`config.mk`:
```
export PLATFORM = sky130hd
export DESIGN_NAME = espl_ctrl
export DESIGN_NICKNAME = d
export VERILOG_FILES = /design/src/rtl/espl_pkg.sv /design/src/rtl/espl_ctrl.sv
export SDC_FILE = /design/constraint.sdc
export NUM_CORES = 1
export LEC_CHECK = 0
export BUFFER_PORTS_ARGS = -buffer_cell sky130_fd_sc_hd__buf_2
export CORE_AREA = 4 4 41 43
export CTS_CLUSTER_SIZE = 14
export DETAILED_ROUTE_END_ITERATION = 10
export DIE_AREA = 0 0 45 47
export SYNTH_ARGS = -nofsm -noshare
export SYNTH_HDL_FRONTEND = slang
export SYNTH_SLANG_ARGS = --single-unit
```
`constraint.sdc`:
```
create_clock -name clk_i -period 1.2 [get_ports clk_i]
set_input_delay 0.3 -clock clk_i [delete_from_list [all_inputs] [get_ports clk_i]]
set_output_delay 0.3 -clock clk_i [all_outputs]
set_load 0.005 [all_outputs]
```
`src/rtl/espl_pkg.sv`:
```
// Package for the echo sample power level block: types, constants, helpers.
// No dependencies.
package espl_pkg;

  localparam int unsigned CompWidthDef   = 24;
  localparam int unsigned MaxCompDef     = 7;
  localparam int unsigned IndexWidthDef  = 16;
  localparam int unsigned CfgAddrWidth   = 4;
  localparam int unsigned LogFracBits    = 16;
  localparam logic [25:0] TenLog10Two    = 26'd50504453;

  localparam logic [CfgAddrWidth-1:0] RegCount  = 4'h0;
  localparam logic [CfgAddrWidth-1:0] RegStep   = 4'h4;
  localparam logic [CfgAddrWidth-1:0] RegGain   = 4'h8;
  localparam logic [CfgAddrWidth-1:0] RegAbsorb = 4'hC;

  typedef struct packed {
    logic signed [CompWidthDef-1:0] component_re;
    logic signed [CompWidthDef-1:0] component_im;
    logic [IndexWidthDef-1:0]       sample_index;
  } in_req_t;

  typedef struct packed {
    logic signed [15:0] level_db;
    logic [15:0]        out_sample_index;
    logic               near_range;
  } out_req_t;

  typedef struct packed {
    logic [2:0]         count;
    logic [19:0]        step;
    logic signed [15:0] gain;
    logic [15:0]        absorb;
  } cfg_t;

  // controller -> datapath
  typedef struct packed {
    logic accum;      // add the request into the sums
    logic finish;     // latch index, compute range and power
    logic log_start;  // start log2 of the selected operand
    logic log_sel_r;  // 0: power, 1: range
    logic add_pow;    // fold power log into total
    logic add_rng;    // fold range log into total
    logic emit;       // round, saturate, load output register
  } dp_cmd_t;

  // datapath -> controller
  typedef struct packed {
    logic complete;   // this request finishes a sample
    logic log_done;
    logic near;       // range of the current sample is below one metre
  } dp_sts_t;

endpackage

```
`src/rtl/espl_ctrl.sv`:
```
// Controller state machine: sequences accumulate, two log passes and emit.
// Depends on espl_pkg.
module espl_ctrl (
  input  logic              clk_i,
  input  logic              rst_ni,
  input  logic              in_valid_i,
  output logic              in_stall_o,
  output logic              out_valid_o,
  input  logic              out_stall_i,
  input  espl_pkg::dp_sts_t sts_i,
  output espl_pkg::dp_cmd_t cmd_o
);
  import espl_pkg::*;

  typedef enum logic [5:0] {
    StIdle  = 6'b000001,
    StLogP  = 6'b000010,
    StWaitP = 6'b000100,
    StLogR  = 6'b001000,
    StWaitR = 6'b010000,
    StEmit  = 6'b100000
  } state_e;

  state_e state_q, state_d;
  logic   ovalid_q, ovalid_d;

  always_comb begin
    state_d  = state_q;
    ovalid_d = ovalid_q && out_stall_i;
    cmd_o    = '0;
    in_stall_o = (state_q != StIdle);
    case (state_q)
      StIdle: begin
        if (in_valid_i) begin
          cmd_o.accum = 1'b1;
          if (sts_i.complete) begin
            cmd_o.finish = 1'b1;
            state_d = StLogP;
          end
        end
      end
      StLogP: begin
        cmd_o.log_start = 1'b1;
        state_d = StWaitP;
      end
      StWaitP: begin
        if (sts_i.log_done) begin
          cmd_o.add_pow = 1'b1;
          state_d = StLogR;
        end
      end
      StLogR: begin
        cmd_o.log_start = 1'b1;
        cmd_o.log_sel_r = 1'b1;
        state_d = StWaitR;
      end
      StWaitR: begin
        cmd_o.log_sel_r = 1'b1;
        if (sts_i.log_done) begin
          cmd_o.add_rng = !sts_i.near;
          state_d = StEmit;
        end
      end
      StEmit: begin
        if (!ovalid_q || !out_stall_i) begin
          cmd_o.emit = 1'b1;
          ovalid_d = 1'b1;
          state_d = StIdle;
        end
      end
      default: state_d = StIdle;
    endcase
  end

  always_ff @(posedge clk_i or negedge rst_ni) begin
    if (!rst_ni) begin
      state_q  <= StIdle;
      ovalid_q <= 1'b0;
    end else begin
      state_q  <= state_d;
      ovalid_q <= ovalid_d;
    end
  end

  assign out_valid_o = ovalid_q;
endmodule

```
==> results_dict.tcl <==
set metrics [dict create \
    status "complete, but fails checks" \
    violations "negative setup slack" \
    drt-pass1-iter-count 4 \
    insertion_delay_ns 0.26 \
    crit_path_end_kind "output port" \
    die-area_sq_mm 0.00212 \
    grt_pass1_vias 505 \
    synth_top_area_share_pct 32.2 \
    fin_crit_sh_pct 136 \
    hp-class "input port to register" \
    drv_cap 0 \
    die_w_microns 45 \
    synth_seq_cells 7 \
    viasPerCell 5.01 \
    finalSetupTns_ns -3.35 \
    finalHoldViolations 0 \
    rows 13 \
    cts-buffers-inserted 3 \
    synth_top_area_cell "dfrtp_1" \
    finalWirelength_microns 1430 \
    startpoint_type "register" \
    ys_types 27 \
    grtUsageTotal_pct 15.5 \
    irDropWorstVdd_v 0.000838 \
    drtIter0Drc 12 \
    grt_max_degree 8 \
    slew_violations 0 \
    routabilityCongestion 0.787 \
    htreeDepth 1 \
    yosys_warnings 0 \
    critPathLaunch "state_q[3]" \
    arrival_ns 1.33 \
    dr_total_vias 536 \
    worstPathRequired_ns 0.90 \
    fmax_ghz 0.614 \
    power_density_mw_per_mm2 1470 \
    cts_max_path_buffers 2 \
    start_util_pct 35.9 \
    finalPower_mw 1.16 \
    clock-root-buffer "clkbuf_4" \
    diodes 0 \
    timing.final.crit_period_ns 1.63 \
    final_common_cell "buf_4" \
    grt.overflow.total 0 \
    met3_length_microns 111 \
    most-common-layout-cells "16 x buf_4, 15 x buf_2, 5 x nand2_1, 5 x dfrtp_2" \
    io_pins 16 \
    drt-met1-wl_microns 622 \
    cts.reportedPaths.clkPinSlew_ns 0.06 \
    route.detailed.drc 0 \
    syn_to_final_growth_pct 68.1 \
    crit_type "register to output port" \
    port_buffers 15 \
    grt_pass1_wl_microns 2330 \
    final.setup.worst_slack_ns -0.430 \
    synth_area_leaders "dfrtp_1 32%, nor2_1 6.4%, dfstp_2 5.6%, buf_6 4.8%, nand2_1 4.0%" \
    critical_path_peak_fanout 4 \
    hpwl_microns 959 \
    synthCells 56 \
    wl_per_cell_microns 13.3 \
    cts_tree "yes" \
    grt_antenna_before_repair 0 \
    yosysSeqAreaShare_pct 37.8 \
    cts_sinks 7 \
    maxSlewHeadroom_pct 81.8 \
    wl_met2_microns 693 \
    worstReg2RegStart "state_q[0]" \
    drive_gt1_share_pct 62.0 \
    postRouteAntennaNets 0 \
    num-nets-final 100 \
    tightest_slew_ns 0.271 \
    skew_ns 0.0113 \
    core_area_sq_mm 0.00130 \
    syn_nets 63 \
    synthesis.area_sq_um 467 \
    rsz0062_at_grt "yes" \
    syn_area_per_cell_sq_um 8.33 \
    routed.top_layer "met3" \
    leakage_nw 0.384 \
    setup_violations 11 \
    min-delay-start "out_stall_i" \
    die_h_microns 47 \
]
-- synthesized netlist by cell type, drive strengths merged --
library cell,instances
a41oi,1
nand4,1
buf,4
inv,3
dfstp,1
o21ai,5
nor3,2
nand4b,1
mux2i,1
nor2,9
nand2,5
xnor2,1
nand3,1
or2,2
nor4,2
a21oi,3
dfrtp,6
and3,1
and2,2
a31oi,2
nand2b,2
xor2,1
-- critical path, stage by stage (launching register included) --
cell	delay [ns]
dfrtp_2	0.45
nor3_4	0.22
and3_4	0.21
and2_1	0.11
buf_2	0.10
-- power by group --
| group | switching, mW | internal [mW] |
|---|---|---|
| Sequential | 0.0648 | 0.283 |
| Clock | 0.0910 | 0.127 |
| Combinational | 0.252 | 0.339 |
| Total | 0.408 | 0.749 |
-- worst paths after layout --
path | end | slack (ns) | cells after the start
max | cmd_o[2] | -0.43 | 4
min | out_valid_o | 0.32 | 3
max reg2reg | state_q[0] | -0.20 | 6
min reg2reg | out_valid_o | 0.59 | 2
max in group asynchronous | state_q[0] | 0.56 | 2
min in group asynchronous | state_q[5] | 0.40 | 2
-- cells by family (layout without fill, tap and decap cells) --
family	Yosys count	after routing	synth area share, %
simple gates	28	28	33.8
compound gates	11	11	13.1
flops	7	7	37.8
buf+inv	7	43	9.38
xor+xnor	2	2	3.75
mux	1	1	2.14
-- repair_timing --
item | in CTS | in global routing
pin swaps | 6 | 3
endpoints found under the hold margin | 6 | 0
buffers inserted | 5 | 1
hold buffers | 1 | 0
endpoints found under the setup margin | 11 | 14
gates resized for setup | 7 | 12
-- routing by layer --
layer | up-vias | GRT usage [%]
met2 | 19 | 26.0
met3 | 0 | 4.98
met4 | 0 | 4.09
met5 | - | 0
met1 | 255 | 19.2
li1 | 262 | -
-- flip-flops by register name (all words and copies together) (netlist names) --
register     flops
state_q          6
out_valid_o      1
-- layout make-up --
cell class,instances,area [sq um]
sequential,7,183
inverter,3,11.3
timing repair buffer,36,250
multi-input combinational,42,295
clock buffer,4,26.3
fill,119,517
tap,15,18.8
-- metrics by stage --
stage	worst slack, ns	instances	area, sq um	hold WS, ns	util (%)
after global routing	-0.505	107	785	0.346	60.3
after global placement	-0.187	96	644	0.145	49.5
after floorplan	-0.0849	56	484	0.00441	-
final	-0.430	107	785	0.318	60.3
after CTS	-0.413	106	732	0.317	56.3
after detailed placement	-0.173	96	644	0.146	49.5
Power figures use the tool's default switching activity.
